File: src/hw/rtl/ustdd_pkg.sv
// ----------------------------------------------------------------------------
// ustdd_pkg: shared types and constants for the unix seconds to dos converter
// Widths, divider constants, the controller/datapath command bundle and the
// cumulative month tables.
// ----------------------------------------------------------------------------
package ustdd_pkg;

    // field widths
    localparam int SECONDS_WIDTH = 35;
    localparam int NSEC_W        = 30;
    localparam int ZONE_W        = 12;
    localparam int ZONE60_W      = 19;
    localparam int K_W           = 28;

    // adjusted seconds, wraps at 64 bits only for the widest input
    localparam int DIFF_W = (SECONDS_WIDTH < 64) ? SECONDS_WIDTH + 1 : 64;
    // seconds halved (two-second units) shifted into the 4-year cycle grid
    localparam int A_W    = DIFF_W - 1;

    // serial divider
    localparam int REM_W     = 26;
    localparam int CYC_PRE_W = 25;
    localparam int Q1_W      = A_W - CYC_PRE_W;
    localparam int CNT_W     = $clog2(Q1_W + 1);

    // quotient and remainder widths of the short divisions
    localparam int DAY_Q_W   = 11;
    localparam int HOUR_Q_W  = 6;
    localparam int MIN_Q_W   = 7;
    localparam int HDAY_W    = 16;
    localparam int HHOUR_W   = 11;

    // divisors, all in two-second units
    localparam logic [REM_W-1:0] DIV_CYCLE = REM_W'(63115200);
    localparam logic [REM_W-1:0] DIV_DAY   = REM_W'(43200);
    localparam logic [REM_W-1:0] DIV_HOUR  = REM_W'(1800);
    localparam logic [REM_W-1:0] DIV_MIN   = REM_W'(30);

    localparam logic [CNT_W-1:0] N_CYC  = CNT_W'(Q1_W);
    localparam logic [CNT_W-1:0] N_DAY  = CNT_W'(DAY_Q_W);
    localparam logic [CNT_W-1:0] N_HOUR = CNT_W'(HOUR_Q_W);
    localparam logic [CNT_W-1:0] N_MIN  = CNT_W'(MIN_Q_W);

    // 731 days from 1968-01-01 to 1970-01-01, in seconds
    localparam int OFFSET_SECS = 63158400;

    // nanoseconds / 10^7 by reciprocal multiply
    localparam logic [NSEC_W-1:0] NSEC_RECIP = NSEC_W'(900719926);
    localparam int NSEC_SHIFT = 53;
    localparam int PROD_W     = 2 * NSEC_W;
    localparam int NQ_W       = PROD_W - NSEC_SHIFT;

    // year window in 4-year cycles since 1968
    localparam int BASE_CYC    = 3;
    localparam int OVF_CYC     = 35;
    localparam int MONTH_COUNT = 11;

    // stream widths
    localparam int IN_TDATA_W  = ((SECONDS_WIDTH + NSEC_W + 7) / 8) * 8;
    localparam int OUT_TDATA_W = 40;

    localparam logic [15:0] DATE_EPOCH = 16'h0021;

    typedef enum logic [1:0] {
        DS_CYC  = 2'd0,
        DS_DAY  = 2'd1,
        DS_HOUR = 2'd2,
        DS_MIN  = 2'd3
    } t_div_sel;

    typedef struct packed {
        logic     in_load;
        logic     prep;
        logic     div_load;
        t_div_sel div_sel;
        logic     cap_cyc;
        logic     cap_day;
        logic     cap_hour;
        logic     cap_min;
        logic     cap_year;
        logic     cap_month;
        logic     out_load;
    } t_cmd;

    typedef struct packed {
        logic neg;
        logic div_idle;
    } t_stat;

    // days elapsed at the end of month idx
    function automatic logic [8:0] cum_days(input logic leap, input logic [3:0] idx);
        logic [8:0] v;
        case (idx)
            4'd0:    v = 9'd31;
            4'd1:    v = leap ? 9'd60  : 9'd59;
            4'd2:    v = leap ? 9'd91  : 9'd90;
            4'd3:    v = leap ? 9'd121 : 9'd120;
            4'd4:    v = leap ? 9'd152 : 9'd151;
            4'd5:    v = leap ? 9'd182 : 9'd181;
            4'd6:    v = leap ? 9'd213 : 9'd212;
            4'd7:    v = leap ? 9'd244 : 9'd243;
            4'd8:    v = leap ? 9'd274 : 9'd273;
            4'd9:    v = leap ? 9'd305 : 9'd304;
            4'd10:   v = leap ? 9'd335 : 9'd334;
            4'd11:   v = leap ? 9'd366 : 9'd365;
            default: v = 9'd0;
        endcase
        return v;
    endfunction

endpackage

File: src/hw/rtl/ustdd_divider.sv
// ----------------------------------------------------------------------------
// ustdd_divider: shared restoring divider
// One quotient bit per cycle. The caller preloads the remainder with the top
// dividend bits and left-aligns the rest; the quotient fills in from bit 0.
// ----------------------------------------------------------------------------
module ustdd_divider import ustdd_pkg::*; (
    input  logic             i_clk,
    input  logic             i_rst_n,
    input  logic             i_load,
    input  logic [REM_W-1:0] i_rem_init,
    input  logic [A_W-1:0]   i_sh_init,
    input  logic [REM_W-1:0] i_divisor,
    input  logic [CNT_W-1:0] i_steps,
    output logic             o_idle,
    output logic [REM_W-1:0] o_rem,
    output logic [A_W-1:0]   o_quot
);

    logic [REM_W-1:0] r_rem, n_rem;
    logic [A_W-1:0]   r_sh, n_sh;
    logic [REM_W-1:0] r_div;
    logic [CNT_W-1:0] r_cnt;
    logic [REM_W:0]   w_trial;
    logic [REM_W:0]   w_diff;
    logic             w_ge;

    // one restoring step
    always_comb begin
        w_trial = {r_rem, r_sh[A_W-1]};
        w_diff  = w_trial - {1'b0, r_div};
        w_ge    = (w_trial >= {1'b0, r_div});
        n_rem   = w_ge ? w_diff[REM_W-1:0] : w_trial[REM_W-1:0];
        n_sh    = {r_sh[A_W-2:0], w_ge};
    end

    // step counter
    always_ff @(posedge i_clk) begin
        if (!i_rst_n) begin
            r_cnt <= '0;
        end else if (i_load) begin
            r_cnt <= i_steps;
        end else if (r_cnt != '0) begin
            r_cnt <= r_cnt - 1'b1;
        end
    end

    // remainder and quotient shift register
    always_ff @(posedge i_clk) begin
        if (i_load) begin
            r_rem <= i_rem_init;
            r_sh  <= i_sh_init;
            r_div <= i_divisor;
        end else if (r_cnt != '0) begin
            r_rem <= n_rem;
            r_sh  <= n_sh;
        end
    end

    assign o_idle = (r_cnt == '0);
    assign o_rem  = r_rem;
    assign o_quot = r_sh;

    a_load_when_idle: assert property (@(posedge i_clk) disable iff (!i_rst_n)
        i_load |-> (r_cnt == '0))
        else $error("divider loaded while a division runs");

    a_rem_below_div: assert property (@(posedge i_clk) disable iff (!i_rst_n)
        (r_cnt != '0) |-> (r_rem < r_div))
        else $error("partial remainder not below divisor");

    a_count_down: assert property (@(posedge i_clk) disable iff (!i_rst_n)
        (r_cnt != '0) |=> (r_cnt == $past(r_cnt) - 1'b1))
        else $error("divider step count skipped");

endmodule

File: src/hw/rtl/ustdd_datapath.sv
// ----------------------------------------------------------------------------
// ustdd_datapath: operand registers, divider steering and field assembly
// Holds the zone offset, forms the adjusted two-second count, drives the
// shared divider through cycle, day, hour and minute splits, then resolves
// year and month and loads the output register.
// ----------------------------------------------------------------------------
module ustdd_datapath import ustdd_pkg::*; (
    input  logic                     i_clk,
    input  logic                     i_rst_n,
    input  logic                     i_cfg_wr_en,
    input  logic [ZONE_W-1:0]        i_cfg_wr_data,
    input  logic [SECONDS_WIDTH-1:0] i_secs,
    input  logic [NSEC_W-1:0]        i_nsec,
    input  t_cmd                     i_cmd,
    output t_stat                    o_stat,
    output logic [15:0]              o_dos_date,
    output logic [15:0]              o_dos_time,
    output logic [7:0]               o_hundredths,
    output logic                     o_year_overflow
);

    logic [ZONE_W-1:0] r_zone;
    logic              r_neg;
    logic [A_W-1:0]    r_a;
    logic [NSEC_W-1:0] r_nsec;
    logic              r_odd;
    logic [NQ_W-1:0]   r_nq;
    logic [Q1_W-1:0]   r_cyc;
    logic [10:0]       r_rday;
    logic [4:0]        r_hour;
    logic [5:0]        r_min;
    logic [4:0]        r_sec2;
    logic [8:0]        r_ry;
    logic              r_leap;
    logic [6:0]        r_yfield;
    logic              r_yovf;
    logic [3:0]        r_month;
    logic [4:0]        r_day;
    logic [15:0]       r_o_date;
    logic [15:0]       r_o_time;
    logic [7:0]        r_o_hund;
    logic              r_o_ovf;

    logic signed [SECONDS_WIDTH-1:0] w_secs_s;
    logic signed [ZONE_W-1:0]        w_zone_s;
    logic signed [ZONE60_W-1:0]      w_zone_x;
    logic signed [ZONE60_W-1:0]      w_zone60;
    logic signed [DIFF_W-1:0]        w_secs_x;
    logic signed [DIFF_W-1:0]        w_diff;
    logic signed [K_W-1:0]           w_k;
    logic signed [DIFF_W-1:0]        w_sum;
    logic [PROD_W-1:0]               w_prod;

    logic             w_div_idle;
    logic [REM_W-1:0] w_drem;
    logic [A_W-1:0]   w_dquot;
    logic [REM_W-1:0] w_rem_init;
    logic [A_W-1:0]   w_sh_init;
    logic [REM_W-1:0] w_divisor;
    logic [CNT_W-1:0] w_steps;

    logic [10:0] w_r2;
    logic [1:0]  w_k4;
    logic [8:0]  w_ry;
    logic [6:0]  w_ylow;
    logic        w_ypos;
    logic        w_yovf;
    logic [3:0]  w_mon;
    logic [8:0]  w_prev;
    logic [8:0]  w_day;

    // zone register
    always_ff @(posedge i_clk) begin
        if (!i_rst_n) begin
            r_zone <= '0;
        end else if (i_cfg_wr_en) begin
            r_zone <= i_cfg_wr_data;
        end
    end

    // seconds minus zone, and the same plus the offset to the 1968 epoch
    always_comb begin
        w_secs_s = i_secs;
        w_zone_s = r_zone;
        w_zone_x = ZONE60_W'(w_zone_s);
        w_zone60 = (w_zone_x <<< 6) - (w_zone_x <<< 2);
        w_secs_x = DIFF_W'(w_secs_s);
        w_diff   = w_secs_x - DIFF_W'(w_zone60);
        w_k      = K_W'(w_zone60) - K_W'(OFFSET_SECS);
        w_sum    = w_secs_x - DIFF_W'(w_k);
    end

    // nanoseconds over ten million
    assign w_prod = PROD_W'(r_nsec) * PROD_W'(NSEC_RECIP);

    // divider operand steering
    always_comb begin
        case (i_cmd.div_sel)
            DS_CYC: begin
                w_rem_init = REM_W'(r_a[A_W-1:Q1_W]);
                w_sh_init  = {r_a[Q1_W-1:0], CYC_PRE_W'(0)};
                w_divisor  = DIV_CYCLE;
                w_steps    = N_CYC;
            end
            DS_DAY: begin
                w_rem_init = REM_W'(w_drem[REM_W-1:DAY_Q_W]);
                w_sh_init  = A_W'(w_drem[DAY_Q_W-1:0]) << (A_W - DAY_Q_W);
                w_divisor  = DIV_DAY;
                w_steps    = N_DAY;
            end
            DS_HOUR: begin
                w_rem_init = REM_W'(w_drem[HDAY_W-1:HOUR_Q_W]);
                w_sh_init  = A_W'(w_drem[HOUR_Q_W-1:0]) << (A_W - HOUR_Q_W);
                w_divisor  = DIV_HOUR;
                w_steps    = N_HOUR;
            end
            DS_MIN: begin
                w_rem_init = REM_W'(w_drem[HHOUR_W-1:MIN_Q_W]);
                w_sh_init  = A_W'(w_drem[MIN_Q_W-1:0]) << (A_W - MIN_Q_W);
                w_divisor  = DIV_MIN;
                w_steps    = N_MIN;
            end
            default: begin
                w_rem_init = '0;
                w_sh_init  = '0;
                w_divisor  = DIV_CYCLE;
                w_steps    = N_CYC;
            end
        endcase
    end

    ustdd_divider u_div (
        .i_clk      (i_clk),
        .i_rst_n    (i_rst_n),
        .i_load     (i_cmd.div_load),
        .i_rem_init (w_rem_init),
        .i_sh_init  (w_sh_init),
        .i_divisor  (w_divisor),
        .i_steps    (w_steps),
        .o_idle     (w_div_idle),
        .o_rem      (w_drem),
        .o_quot     (w_dquot)
    );

    // year within the cycle and day within the year
    always_comb begin
        w_r2 = r_rday - 11'd366;
        if (r_rday < 11'd366) begin
            w_k4 = 2'd0;
            w_ry = r_rday[8:0];
        end else if (w_r2 >= 11'd730) begin
            w_k4 = 2'd3;
            w_ry = 9'(w_r2 - 11'd730);
        end else if (w_r2 >= 11'd365) begin
            w_k4 = 2'd2;
            w_ry = 9'(w_r2 - 11'd365);
        end else begin
            w_k4 = 2'd1;
            w_ry = w_r2[8:0];
        end
        w_ylow = {r_cyc[4:0], 2'b00} + {5'd0, w_k4} - 7'd12;
        w_ypos = (r_cyc > Q1_W'(BASE_CYC)) ||
                 ((r_cyc == Q1_W'(BASE_CYC)) && (w_k4 != 2'd0));
        w_yovf = (r_cyc >= Q1_W'(OVF_CYC));
    end

    // month search over the cumulative table
    always_comb begin
        w_mon = 4'd0;
        for (int m = 0; m < MONTH_COUNT; m++) begin
            if (r_ry >= cum_days(r_leap, 4'(m))) begin
                w_mon = 4'(m + 1);
            end
        end
        w_prev = (w_mon == 4'd0) ? 9'd0 : cum_days(r_leap, w_mon - 4'd1);
        w_day  = r_ry - w_prev + 9'd1;
    end

    // working registers
    always_ff @(posedge i_clk) begin
        if (i_cmd.in_load) begin
            r_neg  <= w_diff[DIFF_W-1];
            r_a    <= w_sum[DIFF_W-1:1];
            r_nsec <= i_nsec;
            r_odd  <= i_secs[0];
        end
        if (i_cmd.prep) begin
            r_nq <= w_prod[PROD_W-1:NSEC_SHIFT];
        end
        if (i_cmd.cap_cyc) begin
            r_cyc <= w_dquot[Q1_W-1:0];
        end
        if (i_cmd.cap_day) begin
            r_rday <= w_dquot[DAY_Q_W-1:0];
        end
        if (i_cmd.cap_hour) begin
            r_hour <= w_dquot[4:0];
        end
        if (i_cmd.cap_min) begin
            r_min  <= w_dquot[5:0];
            r_sec2 <= w_drem[4:0];
        end
        if (i_cmd.cap_year) begin
            r_ry     <= w_ry;
            r_leap   <= (w_k4 == 2'd0);
            r_yfield <= w_ypos ? w_ylow : 7'd0;
            r_yovf   <= w_yovf;
        end
        if (i_cmd.cap_month) begin
            r_month <= w_mon + 4'd1;
            r_day   <= w_day[4:0];
        end
    end

    // output register
    always_ff @(posedge i_clk) begin
        if (i_cmd.out_load) begin
            r_o_date <= r_neg ? DATE_EPOCH : {r_yfield, r_month, r_day};
            r_o_time <= r_neg ? 16'd0 : {r_hour, r_min, r_sec2};
            r_o_hund <= (r_odd ? 8'd100 : 8'd0) + 8'(r_nq);
            r_o_ovf  <= !r_neg && r_yovf;
        end
    end

    assign o_stat.neg      = r_neg;
    assign o_stat.div_idle = w_div_idle;
    assign o_dos_date      = r_o_date;
    assign o_dos_time      = r_o_time;
    assign o_hundredths    = r_o_hund;
    assign o_year_overflow = r_o_ovf;

endmodule

File: src/hw/rtl/ustdd_ctrl.sv
// ----------------------------------------------------------------------------
// ustdd_ctrl: conversion sequencer (negative times go straight to the output)
// Accepts one request, walks the datapath through the four divisions and the
// calendar steps, and hands the result to the output register when it frees.
// ----------------------------------------------------------------------------
module ustdd_ctrl import ustdd_pkg::*; (
    input  logic  i_clk,
    input  logic  i_rst_n,
    input  logic  i_s_valid,
    output logic  o_s_ready,
    output logic  o_m_valid,
    input  logic  i_m_ready,
    input  t_stat i_stat,
    output t_cmd  o_cmd
);

    typedef enum logic [8:0] {
        S_IDLE  = 9'b000000001,
        S_PREP  = 9'b000000010,
        S_CYC   = 9'b000000100,
        S_DAY   = 9'b000001000,
        S_HOUR  = 9'b000010000,
        S_MIN   = 9'b000100000,
        S_YEAR  = 9'b001000000,
        S_MONTH = 9'b010000000,
        S_DONE  = 9'b100000000
    } t_state;

    t_state r_state, n_state;
    logic   r_out_valid, n_out_valid;
    t_cmd   w_cmd;

    // next state and commands
    always_comb begin
        n_state = r_state;
        w_cmd   = '0;
        case (r_state)
            S_IDLE: begin
                if (i_s_valid) begin
                    w_cmd.in_load = 1'b1;
                    n_state       = S_PREP;
                end
            end
            S_PREP: begin
                w_cmd.prep = 1'b1;
                if (i_stat.neg) begin
                    n_state = S_DONE;
                end else begin
                    w_cmd.div_load = 1'b1;
                    w_cmd.div_sel  = DS_CYC;
                    n_state        = S_CYC;
                end
            end
            S_CYC: begin
                if (i_stat.div_idle) begin
                    w_cmd.cap_cyc  = 1'b1;
                    w_cmd.div_load = 1'b1;
                    w_cmd.div_sel  = DS_DAY;
                    n_state        = S_DAY;
                end
            end
            S_DAY: begin
                if (i_stat.div_idle) begin
                    w_cmd.cap_day  = 1'b1;
                    w_cmd.div_load = 1'b1;
                    w_cmd.div_sel  = DS_HOUR;
                    n_state        = S_HOUR;
                end
            end
            S_HOUR: begin
                if (i_stat.div_idle) begin
                    w_cmd.cap_hour = 1'b1;
                    w_cmd.div_load = 1'b1;
                    w_cmd.div_sel  = DS_MIN;
                    n_state        = S_MIN;
                end
            end
            S_MIN: begin
                if (i_stat.div_idle) begin
                    w_cmd.cap_min = 1'b1;
                    n_state       = S_YEAR;
                end
            end
            S_YEAR: begin
                w_cmd.cap_year = 1'b1;
                n_state        = S_MONTH;
            end
            S_MONTH: begin
                w_cmd.cap_month = 1'b1;
                n_state         = S_DONE;
            end
            S_DONE: begin
                if (!r_out_valid || i_m_ready) begin
                    w_cmd.out_load = 1'b1;
                    n_state        = S_IDLE;
                end
            end
            default: begin
                n_state = S_IDLE;
            end
        endcase
    end

    // output valid flag
    always_comb begin
        if (w_cmd.out_load) begin
            n_out_valid = 1'b1;
        end else if (i_m_ready) begin
            n_out_valid = 1'b0;
        end else begin
            n_out_valid = r_out_valid;
        end
    end

    always_ff @(posedge i_clk) begin
        if (!i_rst_n) begin
            r_state     <= S_IDLE;
            r_out_valid <= 1'b0;
        end else begin
            r_state     <= n_state;
            r_out_valid <= n_out_valid;
        end
    end

    assign o_s_ready = (r_state == S_IDLE);
    assign o_m_valid = r_out_valid;
    assign o_cmd     = w_cmd;

    a_state_onehot: assert property (@(posedge i_clk) disable iff (!i_rst_n)
        $onehot(r_state))
        else $error("sequencer state not one-hot");

    a_prep_div_free: assert property (@(posedge i_clk) disable iff (!i_rst_n)
        (r_state == S_PREP) |-> i_stat.div_idle)
        else $error("divider still busy at start of a request");

    a_no_overwrite: assert property (@(posedge i_clk) disable iff (!i_rst_n)
        w_cmd.out_load |-> (!r_out_valid || i_m_ready))
        else $error("output register overwritten before it was taken");

endmodule

File: src/hw/rtl/unix_seconds_to_dos_datetime.sv
// ----------------------------------------------------------------------------
// unix_seconds_to_dos_datetime: signed unix seconds to packed dos date/time
// Converts local seconds since 1970 plus nanoseconds, less the zone offset,
// into the dos date word, dos time word, hundredths and a year overflow flag.
//
// Usage:
//   - slave stream: one request per tvalid/tready edge, tdata carries the
//     seconds and nanoseconds; tready is high only while no request is in work
//   - master stream: one result per request, held in an output register until
//     tready; a new request is accepted while that result still waits
//   - i_cfg_wr_en/i_cfg_wr_data load the signed zone offset in minutes; write
//     it only while the block is idle
//   - the shared serial divider runs the cycle, day, hour and minute splits,
//     one quotient bit per cycle
//   - times before 1970 skip the divisions
//   - reset clears the sequencer, the output valid flag and the zone offset
//   - a stalled master side holds the result and keeps the next one in the
//     sequencer until the output register frees
// ----------------------------------------------------------------------------
module unix_seconds_to_dos_datetime import ustdd_pkg::*; (
    input  logic                   i_clk,
    input  logic                   i_rst_n,
    // zone offset register
    input  logic                   i_cfg_wr_en,
    input  logic [ZONE_W-1:0]      i_cfg_wr_data,
    // request stream
    input  logic                   i_s_axis_tvalid,
    output logic                   o_s_axis_tready,
    // local_seconds, nanoseconds, zero fill
    input  logic [IN_TDATA_W-1:0]  i_s_axis_tdata,
    // result stream
    output logic                   o_m_axis_tvalid,
    input  logic                   i_m_axis_tready,
    // dos_date, dos_time, hundredths
    output logic [OUT_TDATA_W-1:0] o_m_axis_tdata,
    // year_overflow
    output logic                   o_m_axis_tuser
);

    t_cmd        w_cmd;
    t_stat       w_stat;
    logic [15:0] w_date;
    logic [15:0] w_time;
    logic [7:0]  w_hund;
    logic        w_ovf;

    ustdd_ctrl u_ctrl (
        .i_clk     (i_clk),
        .i_rst_n   (i_rst_n),
        .i_s_valid (i_s_axis_tvalid),
        .o_s_ready (o_s_axis_tready),
        .o_m_valid (o_m_axis_tvalid),
        .i_m_ready (i_m_axis_tready),
        .i_stat    (w_stat),
        .o_cmd     (w_cmd)
    );

    ustdd_datapath u_dp (
        .i_clk           (i_clk),
        .i_rst_n         (i_rst_n),
        .i_cfg_wr_en     (i_cfg_wr_en),
        .i_cfg_wr_data   (i_cfg_wr_data),
        .i_secs          (i_s_axis_tdata[SECONDS_WIDTH-1:0]),
        .i_nsec          (i_s_axis_tdata[SECONDS_WIDTH+NSEC_W-1:SECONDS_WIDTH]),
        .i_cmd           (w_cmd),
        .o_stat          (w_stat),
        .o_dos_date      (w_date),
        .o_dos_time      (w_time),
        .o_hundredths    (w_hund),
        .o_year_overflow (w_ovf)
    );

    // result packing, date in the low bits
    assign o_m_axis_tdata = {w_hund, w_time, w_date};
    assign o_m_axis_tuser = w_ovf;

endmodule
File: config.mk
export PLATFORM = sky130hd
export DESIGN_NAME = unix_seconds_to_dos_datetime
export DESIGN_NICKNAME = d
export VERILOG_FILES = /design/src/hw/rtl/ustdd_pkg.sv /design/src/hw/rtl/ustdd_divider.sv /design/src/hw/rtl/ustdd_datapath.sv /design/src/hw/rtl/ustdd_ctrl.sv /design/src/hw/rtl/unix_seconds_to_dos_datetime.sv
export SDC_FILE = /design/constraint.sdc
export NUM_CORES = 2
export LEC_CHECK = 0
export BUFFER_PORTS_ARGS = -buffer_cell sky130_fd_sc_hd__buf_2
export CAP_MARGIN = 30
export CORE_MARGIN = 3
export CORE_UTILIZATION = 30
export DETAILED_ROUTE_END_ITERATION = 6
export SYNTH_ARGS = -nofsm -noshare
export SYNTH_HDL_FRONTEND = slang
export SYNTH_HIERARCHICAL = 1
export SYNTH_SLANG_ARGS = --single-unit
File: constraint.sdc
create_clock -name i_clk -period 9.8 [get_ports i_clk]
set_input_delay 0.49 -clock i_clk [delete_from_list [all_inputs] [get_ports i_clk]]
set_output_delay 0.49 -clock i_clk [all_outputs]
set_load 0.02 [all_outputs]
==> summary.md <==
| Metric | Value |
|---|---|
| Worst R2R End | `u_dp/r_nq[6]` |
| Number of synthesized register bits | `292` |
| Largest net degree at the start of global routing | `82` |
| CTS Buf Count | `38` |
| FF-to-FF path depth | `23` |
| Htree depth | `2` |
| Hold depth | `1` |
| Top_reg_cell synth | `edfxtp_1` |
| Clock tree buffer depth | `3` |
| Clk sinks | `292` |
| Worst Setup End Kind | `register` |
| Reg2Reg Setup Slack | `1.53 ns` |
| Row cnt | `around 120` |
| # hold bufs at CTS | `0` |
| Crit path launch | `u_dp/r_nsec[16]` |
| Worst path most repeated cell | `fa_1` |
| Total number of vias | `22650` |
| Hold Crit Class | `in -> reg` |
| Slew @ Worst Pin | `0.8981 ns` |
| Global-route wire length before repair | `137100 µm` |
| Fin. Hold Viols | `0` |
| Die Ht | `344.4 µm` |
| Rel. slew slack | `40.12%` |
| Startpoint Class | `register` |
| CP Cell Sequence | `ha_1, ha_1, inv_1, fa_1, inv_1, fa_1, fa_1, fa_1, inv_1, fa_1, inv_1, fa_1, ha_1, a2111o_1, nor2_1, o21ai_1, o21ai_0, o21ai_1, a22oi_1, a21oi_1, or4_1, a31oi_1, xnor2_1` |
| Critical Path RT | `~10 ns` |
| Total Wirelength | `86470 µm` |
| Io pins | `between 100 and 150` |
| Crit path time final | `8.270 ns` |
| DRC errors left | `0` |
| Fin util | `33.63%` |
| Total of max-cap violations | `0` |
| Post-synth design cell area | `around 34000 µm²` |
| First-pass iteration count of the detailed router | `6` |
| Final nets | `4355` |
| Grt total ovfl | `0` |
| Post-synth EDFFs | `266` |
| Metal3 WL | `approximately 4600 µm` |
| Clock Pin Slew Worst Setup and Hold Paths | `0.06 ns` |
| Number of global-route vias before repair | `24090` |
| HP Start | `i_s_axis_tdata[0]` |
| Cell count after synthesis | `around 3200` |
| Max-slew violations | `0` |
| Final ANT Viol Nets | `0` |
| Starting density of the core | `30.37%` |
| CP max-delay cell | `edfxtp_1` |
| Core ar. | `about 110000 µm²` |
| Yosys warning count | `6` |
| Share of layout cells above drive strength 1 | `8.968%` |
| RSZ-0062 raised after global routing | `no` |
| Area grow syn2layout | `10.73%` |
| DP HPWL | `around 70000 µm` |
| Register area share after synthesis | `24.76%` |
| Critical path peak fanout | `9` |
| Worst EP arrival | `8.60 ns` |
| DR WL/cell | `17.67 µm` |
| Met2 routed WL | `39750 µm` |
| # Post-CTS Setup Buffers | `0` |
| Ys async rst share | `0%` |
| CTS tree | `yes` |
| Metal1 wirelength | `39250 µm` |
| CTS resizes | `0` |
| Initial antenna violation count | `6` |
| Clk root buf | `clkbuf_16` |
| Skew final | `0.05298 ns` |
| Most frequent cells in the layout | `792 x inv_1, 460 x fa_1, 446 x ha_1, 266 x edfxtp_1, 125 x a21oi_1` |
| Part of the cycle the worst path needs | `84.38%` |
| Total GRT Usage | `15.02%` |
| Number of port buffers | `124` |
| Avg Inst Size Synth | `10.71 µm²` |
| RePlAce Congestion | `0.9313` |
| Final setup fails | `0` |
| FMAX | `around 0.12 GHz` |
| Setup_tns | `0 ns` |
| Via-to-Cell Ratio | `about 4.6` |
| CP Class | `reg -> reg` |
| DRT iter0 DRCs | `around 1400` |
| Full die area | `118600 µm²` |
| Critical Path Max Stage Delay | `0.73 ns` |
| DIE WIDTH | `~340 µm` |
| CP top delay family | `adder cells` |
| WHS Endpoint | `u_dp/r_odd` |
| Highest metal used | `met5` |
| Worst skew pair latency | `0.59 ns` |
| Netlist cell types | `between 100 and 150` |
| Status | `completed` |
| Reg-to-reg startpoint | `u_dp/r_nsec[16]` |
| Buffers & Inverters on Critical Path | `4` |
| Most common cell after layout, fill and taps aside | `inv_1` |
[cell usage after synthesis, types with 11 or more instances]
master,number,share of area [%]
o21bai_1,23,0.50
and2_1,22,0.40
or3_1,14,0.25
fa_1,460,27
buf_2,12,0.17
inv_1,792,8.7
a31oi_1,28,0.51
and3_1,15,0.27
xor2_1,29,0.74
xnor2_1,73,1.9
nand2b_1,15,0.27
nor3b_1,14,0.31
dfxtp_1,26,1.5
nand2_1,108,1.2
a21oi_1,125,1.8
nor2_1,118,1.3
o21ai_0,83,1.2
nor3_1,37,0.54
nor2b_1,57,1.0
mux2_2,36,1.2
o21ai_1,11,0.16
mux2i_1,34,0.99
clkbuf_1,26,0.28
a21o_1,50,1.1
nand3_1,41,0.60
or2_2,12,0.22
ha_1,446,16
edfxtp_1,266,23
o21a_1,29,0.63
[through the flow]
step	hold slack (ns)	setup WS (ns)	instances	area, µm²
after global placement	0.4127	1.597	4816	36780
final	0.08103	1.530	4894	38040
after floorplan	0.4003	2.501	3239	34480
after global routing	0.03985	1.252	4890	38030
after CTS	0.01391	1.497	4889	38010
after detailed placement	0.4072	1.530	4819	36810
[worst max path at each step]
stage | depth (start not counted) | end | slack, ns
after detailed placement | 23 | u_dp/r_nq[6] | 1.53
after global routing | 23 | u_dp/r_nq[6] | 1.25
after CTS | 23 | u_dp/r_nq[6] | 1.50
final | 23 | u_dp/r_nq[6] | 1.53
after global placement | 23 | u_dp/r_nq[6] | 1.60
after floorplan | 24 | u_dp/r_nq[6] | 2.50
[state kept, by name, indices dropped and copies added, names as in the netlist, 8 cells and up]
signal,count
u_dp/r_ry,9
u_dp/r_cyc,10
u_dp/o_dos_time,16
u_dp/u_div/r_div,26
u_dp/u_div/o_quot,35
u_dp/u_div/o_rem,26
u_dp/r_a,35
u_dp/o_dos_date,16
u_ctrl/r_state,9
u_dp/r_rday,11
u_dp/r_nsec,30
u_dp/r_zone,12
u_dp/o_hundredths,8
[cell families (layout without fill, tap and decap cells)]
group	Yosys count	after routing	share of synthesized area, %
other	2	38	0.02186
multiplexers	82	82	2.913
flip-flops	292	292	24.76
AO/OA/AOI/OAI	469	469	9.377
XOR/XNOR	102	102	2.600
adder cells (fa/ha/maj)	906	906	43.04
buffers and inverters	852	1003	9.574
AND/OR/NAND/NOR	502	502	7.706
[final cells by class]
class / instances / area, µm²
Fill cell: 11510 / 75070
Multi-Input combinational cell: 2095 / 22710
Sequential cell: 292 / 8508
Inverter: 793 / 2977
Tap cell: 1500 / 1877
Clock buffer: 60 / 1116
Timing Repair Buffer: 140 / 772.0
Clock inverter: 10 / 76.32
Antenna cell: 4 / 10.01
[metal layers]
metal	GRT usage, %	vias up
li1	-	10800
met1	20.48	11210
met2	24.38	512
met3	2.429	124
met4	4.755	2
met5	0	-
Power is left out: the tool's default activity adds up to more than one toggle a clock period on the data nets, which glitch-free logic cannot reach.
